<file path="src/design/mcc_pkg.sv">
`timescale 1ns / 1ps
// ----------------------------------------------------------------------------
// mcc_pkg
// Shared types and constants of the methylation context caller: base codes,
// call codes and the word passed from the window stage to the classifier.
// ----------------------------------------------------------------------------
package mcc_pkg;

   localparam int BASE_W = 8;
   localparam int CODE_W = 4;
   localparam int POS_W  = 10;

   typedef logic [BASE_W-1:0] base_type;
   typedef logic [CODE_W-1:0] code_type;
   typedef logic [POS_W-1:0]  pos_type;

   // ASCII bases
   localparam base_type BASE_A = base_type'(8'h41);
   localparam base_type BASE_C = base_type'(8'h43);
   localparam base_type BASE_G = base_type'(8'h47);
   localparam base_type BASE_T = base_type'(8'h54);

   // call codes; the unmethylated code of each context is its methylated one plus one
   localparam code_type CODE_NONE       = code_type'(0);
   localparam code_type CODE_CPG_METH   = code_type'(1);
   localparam code_type CODE_CHG_METH   = code_type'(3);
   localparam code_type CODE_CHH_METH   = code_type'(5);
   localparam code_type CODE_MISMATCH   = code_type'(7);
   localparam code_type CODE_OTHER_METH = code_type'(8);
   localparam code_type CODE_OTHER_UNME = code_type'(9);

   // column under judgement together with the two genome bases after it
   typedef struct packed {
      logic     judge;
      base_type read_base;
      base_type next_genome;
      base_type after_genome;
      pos_type  position;
   } judge_type;

   function automatic logic is_h_base(base_type b);
      return (b == BASE_A) || (b == BASE_C) || (b == BASE_T);
   endfunction

endpackage

</file>
<file path="src/design/mcc_window.sv">
`timescale 1ns / 1ps
// ----------------------------------------------------------------------------
// mcc_window
// Two-column window and column counter; registers the column due for a call.
// ----------------------------------------------------------------------------
module mcc_window #(
   parameter int MAX_READ_LEN = 1024
) (
   input  logic                 clock,
   input  logic                 reset,
   input  logic                 load,
   input  mcc_pkg::base_type    read_base,
   input  mcc_pkg::base_type    genome_base,
   input  logic                 first_of_read,
   output mcc_pkg::judge_type   judge
);

   localparam int CW = $clog2(MAX_READ_LEN + 3);
   localparam logic [CW-1:0] COUNT_LIMIT = CW'(MAX_READ_LEN + 2);
   localparam logic [CW-1:0] COUNT_TWO   = CW'(2);

   mcc_pkg::base_type genome_win_ff [2];
   mcc_pkg::base_type read_win_ff   [2];
   logic [CW-1:0]     count_ff, count_in;
   mcc_pkg::judge_type judge_ff, judge_in;

   mcc_pkg::base_type g_near, g_far, r_near, r_far;
   logic [CW-1:0]     count_cur, offset;

   always_comb begin
      // a first mark clears the window before this column is looked at
      g_near    = first_of_read ? '0 : genome_win_ff[0];
      g_far     = first_of_read ? '0 : genome_win_ff[1];
      r_near    = first_of_read ? '0 : read_win_ff[0];
      r_far     = first_of_read ? '0 : read_win_ff[1];
      count_cur = first_of_read ? '0 : count_ff;
      offset    = count_cur - COUNT_TWO;

      judge_in.judge        = (count_cur >= COUNT_TWO) && (count_cur < COUNT_LIMIT) &&
                              (g_far == mcc_pkg::BASE_C);
      judge_in.read_base    = r_far;
      judge_in.next_genome  = g_near;
      judge_in.after_genome = genome_base;
      judge_in.position     = mcc_pkg::POS_W'(offset);

      // saturate at the limit
      count_in = (count_cur < COUNT_LIMIT) ? count_cur + CW'(1) : count_cur;
   end

   always_ff @(posedge clock) begin
      if (reset) begin
         genome_win_ff[0] <= '0;
         genome_win_ff[1] <= '0;
         read_win_ff[0]   <= '0;
         read_win_ff[1]   <= '0;
         count_ff         <= '0;
      end else if (load) begin
         genome_win_ff[1] <= g_near;
         genome_win_ff[0] <= genome_base;
         read_win_ff[1]   <= r_near;
         read_win_ff[0]   <= read_base;
         count_ff         <= count_in;
      end
   end

   always_ff @(posedge clock) begin
      if (load) begin
         judge_ff <= judge_in;
      end
   end

   assign judge = judge_ff;

   a_count_bound: assert property (@(posedge clock) disable iff (reset)
      count_ff <= COUNT_LIMIT)
      else $error("column count past its limit");

   a_first_restarts: assert property (@(posedge clock) disable iff (reset)
      load && first_of_read |=> count_ff == CW'(1) && !judge_ff.judge)
      else $error("first column of a read did not restart the window");

   a_early_no_call: assert property (@(posedge clock) disable iff (reset)
      load && count_cur < COUNT_TWO |=> !judge_ff.judge)
      else $error("call raised before the window filled");

endmodule

</file>
<file path="src/design/mcc_classify.sv">
`timescale 1ns / 1ps
// ----------------------------------------------------------------------------
// mcc_classify
// Context and state decision for one judged column.
// ----------------------------------------------------------------------------
module mcc_classify (
   input  mcc_pkg::judge_type judge,
   output mcc_pkg::code_type  call_code,
   output mcc_pkg::pos_type   call_position
);

   mcc_pkg::code_type ctx_base;
   logic              unmeth;

   always_comb begin
      if (judge.next_genome == mcc_pkg::BASE_G) begin
         ctx_base = mcc_pkg::CODE_CPG_METH;
      end else if (mcc_pkg::is_h_base(judge.next_genome) &&
                   judge.after_genome == mcc_pkg::BASE_G) begin
         ctx_base = mcc_pkg::CODE_CHG_METH;
      end else if (mcc_pkg::is_h_base(judge.next_genome) &&
                   mcc_pkg::is_h_base(judge.after_genome)) begin
         ctx_base = mcc_pkg::CODE_CHH_METH;
      end else begin
         ctx_base = mcc_pkg::CODE_OTHER_METH;
      end

      unmeth = (judge.read_base == mcc_pkg::BASE_T);

      if (!judge.judge) begin
         call_code     = mcc_pkg::CODE_NONE;
         call_position = '0;
      end else begin
         call_position = judge.position;
         if (judge.read_base == mcc_pkg::BASE_C || unmeth) begin
            call_code = ctx_base + mcc_pkg::CODE_W'(unmeth);
         end else begin
            call_code = mcc_pkg::CODE_MISMATCH;
         end
      end
   end

endmodule

</file>
<file path="src/design/methylation_context_caller_unit.sv">
`timescale 1ns / 1ps
// ----------------------------------------------------------------------------
// methylation_context_caller_unit
// Bisulfite methylation context caller over a stream of aligned columns.
// ----------------------------------------------------------------------------
// Feed one aligned column per word (read base, genome base, first-of-read
// mark); every accepted word returns exactly one result word, in order. The
// result judges the column two words back: if its genome base is C it carries
// the context (CpG, CHG, CHH or other) and the state (C methylated, T
// unmethylated, other read base a mismatch) with the column's offset in the
// read; otherwise code 0 and position 0. The first two words of a read
// give no call, and columns at offset MAX_READ_LEN or beyond give none either.
// A new word is taken every clock cycle while the result side is not stalled.
// A word passes through the window register, which holds the two previous
// columns and the column count, and then the result register after the
// classifier. Both stages hold under back-pressure, so up to two words may
// be in flight while the result side stalls.
// ----------------------------------------------------------------------------
module methylation_context_caller_unit #(
   parameter int MAX_READ_LEN = 1024
) (
   input  logic       clock,
   input  logic       reset,
   input  logic       req_valid,
   output logic       req_ready,
   input  logic [7:0] req_read_base,
   input  logic [7:0] req_genome_base,
   input  logic       req_first_of_read,
   output logic       rsp_valid,
   input  logic       rsp_ready,
   output logic [3:0] rsp_call_code,
   output logic [9:0] rsp_call_position
);

   logic               win_valid_ff, win_valid_in;
   logic               rsp_valid_ff, rsp_valid_in;
   logic               req_take, rsp_load;
   mcc_pkg::judge_type judge;
   mcc_pkg::code_type  code_in, code_ff;
   mcc_pkg::pos_type   pos_in, pos_ff;

   // result register takes a word when empty or being drained
   assign rsp_load  = win_valid_ff && (!rsp_valid_ff || rsp_ready);
   // window stage takes a word when empty or passing its word on
   assign req_ready = !win_valid_ff || rsp_load;
   assign req_take  = req_valid && req_ready;

   mcc_window #(
      .MAX_READ_LEN (MAX_READ_LEN)
   ) u_window (
      .clock         (clock),
      .reset         (reset),
      .load          (req_take),
      .read_base     (req_read_base),
      .genome_base   (req_genome_base),
      .first_of_read (req_first_of_read),
      .judge         (judge)
   );

   mcc_classify u_classify (
      .judge         (judge),
      .call_code     (code_in),
      .call_position (pos_in)
   );

   always_comb begin
      // advance the window stage on a new word, drop it once handed on
      win_valid_in = req_take ? 1'b1 : (rsp_load ? 1'b0 : win_valid_ff);
      // hold a result until taken
      rsp_valid_in = rsp_load ? 1'b1 : ((rsp_valid_ff && rsp_ready) ? 1'b0 : rsp_valid_ff);
   end

   always_ff @(posedge clock) begin
      if (reset) begin
         win_valid_ff <= 1'b0;
         rsp_valid_ff <= 1'b0;
      end else begin
         win_valid_ff <= win_valid_in;
         rsp_valid_ff <= rsp_valid_in;
      end
   end

   always_ff @(posedge clock) begin
      if (rsp_load) begin
         code_ff <= code_in;
         pos_ff  <= pos_in;
      end
   end

   assign rsp_valid         = rsp_valid_ff;
   assign rsp_call_code     = code_ff;
   assign rsp_call_position = pos_ff;

   a_none_zero_pos: assert property (@(posedge clock) disable iff (reset)
      rsp_valid_ff && code_ff == mcc_pkg::CODE_NONE |-> pos_ff == '0)
      else $error("no-call result with non-zero position");

   a_code_range: assert property (@(posedge clock) disable iff (reset)
      rsp_valid_ff |-> code_ff <= mcc_pkg::CODE_OTHER_UNME)
      else $error("call code out of range");

   a_window_hold: assert property (@(posedge clock) disable iff (reset)
      win_valid_ff && !rsp_load && !req_take |=> win_valid_ff && $stable(judge))
      else $error("stalled window word lost or changed");

   a_no_overrun: assert property (@(posedge clock) disable iff (reset)
      rsp_valid_ff && !rsp_ready |=> rsp_valid_ff && $stable(code_ff) && $stable(pos_ff))
      else $error("pending result overwritten");

endmodule

</file>
<file path="config.mk">
export PLATFORM = sky130hd
export DESIGN_NAME = methylation_context_caller_unit
export DESIGN_NICKNAME = d
export VERILOG_FILES = /design/src/design/mcc_pkg.sv /design/src/design/mcc_window.sv /design/src/design/mcc_classify.sv /design/src/design/methylation_context_caller_unit.sv
export SDC_FILE = /design/constraint.sdc
export NUM_CORES = 1
export LEC_CHECK = 0
export BUFFER_PORTS_ARGS = -buffer_cell sky130_fd_sc_hd__buf_2
export CORE_ASPECT_RATIO = 1.5
export CORE_MARGIN = 5
export CORE_UTILIZATION = 50
export CTS_BUF_LIST = sky130_fd_sc_hd__clkbuf_16
export DETAILED_ROUTE_END_ITERATION = 6
export HOLD_SLACK_MARGIN = 0.08
export PLACE_DENSITY = 0.69
export SETUP_SLACK_MARGIN = 0.2
export SYNTH_ARGS = -nofsm -noshare
export SYNTH_HDL_FRONTEND = slang
export SYNTH_HIERARCHICAL = 1
export SYNTH_SLANG_ARGS = --single-unit
</file>
<file path="constraint.sdc">
create_clock -name clock -period 4.3 [get_ports clock]
set_input_delay 0.86 -clock clock [delete_from_list [all_inputs] [get_ports clock]]
set_output_delay 0.86 -clock clock [all_outputs]
set_load 0.1 [all_outputs]
</file>
==> reports/results.ini, run 1 <==
[timing]
rsz0062_at_grt=false
finalSetupTns_ns=0
finClkSkew_ns=0.00595
tightestPinTransition_ns=0.746
slew_headroom=0.503
timing.fmax_mhz=346
layout_worst_path_cycle_share=0.673
setup_viol=0
finalCriticalPeriod_ns=2.89
hold_slack_ns=0.488
maxSlewViolCount=0
final_hold_viol_count=0

[routing]
drt_iter0_drc=126
drc=0
drt-wirelength-per-cell_um=14.9
vias=2500
totalWireLength_um=6910
drtPass1Iterations=4
vias_per_cell=5.39
ant_nets=0

[critical_path]
cp-start-kind=input pin
reg2reg_to=rsp_call_code[2]$_DFFE_PP_
reg2reg_setup_slack_ns=1.97
timing.rr.start=u_window/judge[13]$_DFFE_PP_
critPathKind=in2reg
end_kind=flop
required_ns=4.36
cp-startpoint=req_first_of_read
cp.arrival_ns=2.96
reg2reg_depth=9
crit_fanout=41

[cells_and_area]
postLayoutCellArea_mm2=0.00475
drive_above_1_share=0.213
multiInputGateArea_mm2=0.00141
nets=379
stdcell_count=464
num-fill-cells=724
area_growth_pct=12.6
antenna_cells=0
regArea_mm2=0.00269

[synth]
synth_seq_cells=94
ys_types=59
syn-num-nets=343
synth_area_mm2=0.00422
syn_avg_cell_area_um2=13.3
ys_seq_area_frac=0.639
synth-async-reset-ratio=0
synth_edf_count=81
synthTopCellsByArea=edfxtp_1 (58%), and2_1 (6.7%), dfxtp_1 (6.2%), nor2b_1 (2.7%), ha_1 (1.8%)
synth_top_area_frac=0.577
synth_flop_cell=edfxtp_1
synth_top_area_cell=edfxtp_1
yosysWarnings=6
netlist_instances=316

[clock_tree]
cts_buffers=9
clk_latency_ns=0.33
ctsResizeCount=0
clk_path_buf_depth=2
postCtsHoldBufs=0
ctsHtreeMaxLevel=3
post_cts_buffers=0
tritoncts=built
path_clk_slew_ns=0.06
clockRootBuffer=clkbuf_16
cts.sinks=94

[placement]
port_buffers=36
dp_hpwl_um=4880
gp_congestion=0.872
place_area_mm2=0.00448
dp_cells=448

[global_routing]
grt_max_degree=49
first_global_vias=2468
grt.overflow.total=0
antenna_found_initial=0
grt_usage=0.146
grt_first_pass_wirelength_um=11700

[min_path]
holdPathStages=2
hold_path_class=reg2reg
holdPathEnd=rsp_valid$_SDFFE_PP0P_
hold_start=win_valid_ff$_SDFFE_PP0P_

[floorplanning]
dieArea_mm2=0.0104
io_pins=37
initial_core_util=0.507
fp-row-count=41
die_x_um=85.0
dieHeight_um=122
core_area_mm2=0.00831

[run_status]
status=finished clean

[pwr]
power.density_mw_per_mm2=402
leakage_nw=1.78
power_w=0.00191
ir_drop_mv=0.274

[run]
maxCapViolations=0

## logic make-up (layout without fill, tap and decap cells)
logic type	Yosys count	after routing	share of synthesized area
fa+ha+maj	6	6	0.0178
simple gates	143	143	0.232
mux	2	2	0.00534
buf+inv	27	68	0.0282
flops	94	94	0.639
xor+xnor	4	4	0.00831
compound gates	40	40	0.0694
## how the worst max path moves through the flow
stage	end	slack (ns)	depth (start not counted)
floorplan	u_window/genome_win_ff[0][0]$_SDFFCE_PN0P_	1.31	4
CTS	u_window/judge[34]$_DFFE_PP_	1.43	7
detailed placement	u_window/judge[34]$_DFFE_PP_	1.08	7
global placement	u_window/judge[34]$_DFFE_PP_	1.22	7
global route	u_window/judge[34]$_DFFE_PP_	1.19	7
finish	u_window/judge[34]$_DFFE_PP_	1.41	7
## worst max-delay path: stages
cell       delay, ns
buf_2           0.50
nand2b_1        0.24
ha_1            0.31
nor4b_4         0.31
nand2_1         0.13
a2111oi_0       0.47
nor3_1          0.12
## final cells by class
cell class              count  share of cell area
inverters                  14              0.0111
multi-input cells         195               0.296
repair buffers             38              0.0411
clock buffers               9              0.0474
well taps                 107              0.0282
flip-flops and latches     94               0.567
clock inverters             7             0.00896
## registers in the layout (all words and copies together) (netlist names)
signal                  cells
u_window/genome_win_ff     16
win_valid_ff                1
u_window/read_win_ff       16
rsp_valid                   1
rsp_call_code               4
rsp_call_position          10
u_window/count_ff          11
u_window/judge             35
## stage by stage
step | setup slack, ns | utilization
6_report | 1.41 | 0.571
5_1_grt | 1.19 | 0.571
4_1_cts | 1.43 | 0.571
3_5_place_dp | 1.08 | 0.539
3_3_place_gp | 1.22 | 0.539
2_1_floorplan | 1.31 | -
## synth_stat cells, drive strengths merged, types with 5 or more instances
master / instances
inv: 14
a31oi: 6
o21ai: 7
nor2: 11
nand2: 13
clkbuf: 9
edfxtp: 81
o211ai: 5
nor2b: 18
dfxtp: 13
nand2b: 11
a21oi: 8
nor4b: 6
ha: 6
and2: 47
nor3: 7
## layer usage
metal / global-route usage / vias up / share of wire
li1: - / 1227 / -
met1: 0.165 / 1204 / 0.38
met2: 0.253 / 58 / 0.54
met3: 0.0423 / 11 / 0.053
met4: 0.0653 / 0 / 0.019
met5: 0 / - / 0
## report_power, final
part	leakage (nW)	switching [W]	internal, W	total (W)
combinational	0.714	0.000101	0.0000429	0.000144
sequential	0.926	0.0000189	0.00104	0.00106
clock	0.138	0.000315	0.000388	0.000703
## layout by cell type (no fill, tap or decap), types with 3 or more instances in the layout
master / Yosys / layout
a21oi_1: 7 / 7
inv_1: 14 / 16
buf_2: 2 / 36
edfxtp_1: 81 / 81
nand4_1: 3 / 3
a31oi_1: 5 / 5
xnor2_1: 4 / 4
nor3b_1: 4 / 4
nand2_1: 13 / 13
nor2_1: 11 / 11
nor3_1: 6 / 6
o211ai_1: 4 / 4
ha_1: 6 / 6
nand4b_1: 3 / 3
nand2b_1: 11 / 11
clkbuf_16: 0 / 9
nor4b_4: 3 / 3
dfxtp_1: 13 / 13
o21ai_0: 5 / 5
nor2b_1: 18 / 18
and2_1: 45 / 45
Power figures use the tool's default switching activity.
==> run 2: changes to the inputs <==
Settings changed: PLACE_DENSITY 0.69 to 0.71.
Clock period 4.3 ns to 2.35 ns, I/O delays scaled along.
==> run 2 against run 1 <==
Routed wire length rose by 3.2%. Global-route usage is 0.28 points higher. Sequential cell count did not move. Setup slack lost 1.1 ns. Critical path type is now reg2reg. Register-to-register slack lost 1.7 ns. Die area did not move. First-iteration DRC count is 0.79% lower. Worst hold slack worse by 0.17 ns.
==> reports/results.ini, run 2 (synthesized netlist as in run 1, its figures left out) <==
[run_status]
status=finished clean

[routing]
vias=2510
ant_nets=0
drt_iter0_drc=125
drc=0
vias_per_cell=5.33
drtPass1Iterations=4
totalWireLength_um=7130
drt-wirelength-per-cell_um=15.1

[critical_path]
crit_top_cell=nor4b_4
cp-start-kind=flop
crit_chain=nor4b_4 -> o211ai_1 -> o22ai_2 -> and2_1 -> ha_2 -> ha_4 -> inv_2 -> nor4b_4 -> a211oi_2
worst_path_dominant_cell_family=simple AND/OR/NAND/NOR gates
cp.arrival_ns=2.18
cp_slowest_cell=edfxtp_1
cp_num_buf_inv=1
cpPeakStageDelay_ns=0.40
critPathKind=reg2reg
required_ns=2.44
end_kind=flop
crit_fanout=2

[placement]
gp_congestion=0.903
post-place-ws_ns=0.113
place_area_mm2=0.00456
dp_hpwl_um=4920
port_buffers=36

[clock_tree]
path_clk_slew_ns=0.06
tritoncts=built
ctsHtreeMaxLevel=3
clockRootBuffer=clkbuf_16
cts_buffers=9
cts.sinks=94
postCtsHoldBufs=0
clk_latency_ns=0.34
clk_path_buf_depth=2

[pwr]
leakage_nw=1.85
power.density_mw_per_mm2=712
ir_drop_mv=0.499
switching_power_w=0.000785
p_int_w=0.00269
combinationalPowerShare=0.080
p_sw_frac=0.226
seq_power_share=0.559
clkPwrFrac=0.361
power_w=0.00348

[floorplanning]
io_pins=37
die_x_um=85.0
dieHeight_um=122
core_area_mm2=0.00831
fp-row-count=41
initial_core_util=0.507
dieArea_mm2=0.0104

[cells_and_area]
drive_above_1_share=0.253
postLayoutCellArea_mm2=0.00488
layout_commonest_cell=edfxtp_1
nets=387
largest_reg_flops=35
utilization=0.588
layout_common_cells=edfxtp_1 (81), and2_1 (45), buf_2 (36), nor2b_1 (17)
area_growth_pct=15.8
antenna_cells=0

[timing]
setup_viol=0
timing.fmax_mhz=478
final_hold_viol_count=0
tightestPinTransition_ns=0.493
finClkSkew_ns=0.00832
layout_worst_path_cycle_share=0.889
finalCriticalPeriod_ns=2.09
slew_headroom=0.674
worst_slack_ns=0.260
maxSlewViolCount=0
rsz0062_at_grt=true
finalSetupTns_ns=0

[min_path]
hold_path_class=in2reg

[global_routing]
first_global_vias=2497
grt.overflow.total=0
grt_max_degree=39
antenna_found_initial=0
grt_first_pass_wirelength_um=11900
grt_usage=0.148

[run]
maxCapViolations=0

==> run 2: cell types whose count changed in the layout (fill, tap and decap cells not counted), sizes merged <==
cell,previous run,this run
inv,17,15
clkinv,3,4
buf,38,46
==> run 2: path summary, 6_finish.rpt <==
| check | startpoint | slack (ns) | depth (start not counted) | end |
|---|---|---|---|---|
| max reg2reg | u_window/judge[13]$_DFFE_PP_ | 0.26 | 9 | rsp_call_code[2]$_DFFE_PP_ |
| max | u_window/judge[13]$_DFFE_PP_ | 0.26 | 9 | rsp_call_code[2]$_DFFE_PP_ |
| min reg2reg | win_valid_ff$_SDFFE_PP0P_ | 0.49 | 2 | rsp_valid$_SDFFE_PP0P_ |
| min | req_genome_base[6] | 0.32 | 1 | u_window/judge[16]$_DFFE_PP_ |
==> run 2: cell type report <==
cell class,count,area [um2]
Fill cell,678,3430
Sequential cell,94,2700
Multi-Input combinational cell,195,1490
Timing Repair Buffer,46,255
Clock buffer,9,225
Tap cell,107,134
Inverter,14,52.6
Clock inverter,6,31.3
==> run 2: routing by layer <==
layer  up-vias  routed length [um]  GRT usage  share of wire
met5         -                   0          0              0
met4         0                 140     0.0752          0.020
met3        14                 327     0.0343          0.046
met2        66                3650      0.246           0.51
met1      1188                3020      0.181           0.42
li1       1242                   -          -              -
==> run 2: timing repair <==
action,in CTS,in global routing
pin swaps,6,3
setup endpoints to repair,1,2
buffers inserted,3,1
gates resized for setup,5,3
==> run 2: per-stage QoR <==
stage	cells	hold slack [ns]
after floorplan	316	0.451
after global placement	452	0.468
after detailed placement	452	0.483
after CTS	470	0.309
after global routing	471	0.313
final	471	0.320
==> run 2: power by group through the flow <==
stage               clock (W)  sequential (W)  combinational [W]
floorplan                   0         0.00205           0.000134
global placement            0         0.00197           0.000274
detailed placement          0         0.00198           0.000278
CTS                   0.00129         0.00194           0.000281
global route          0.00135         0.00195           0.000301
finish                0.00125         0.00194           0.000279
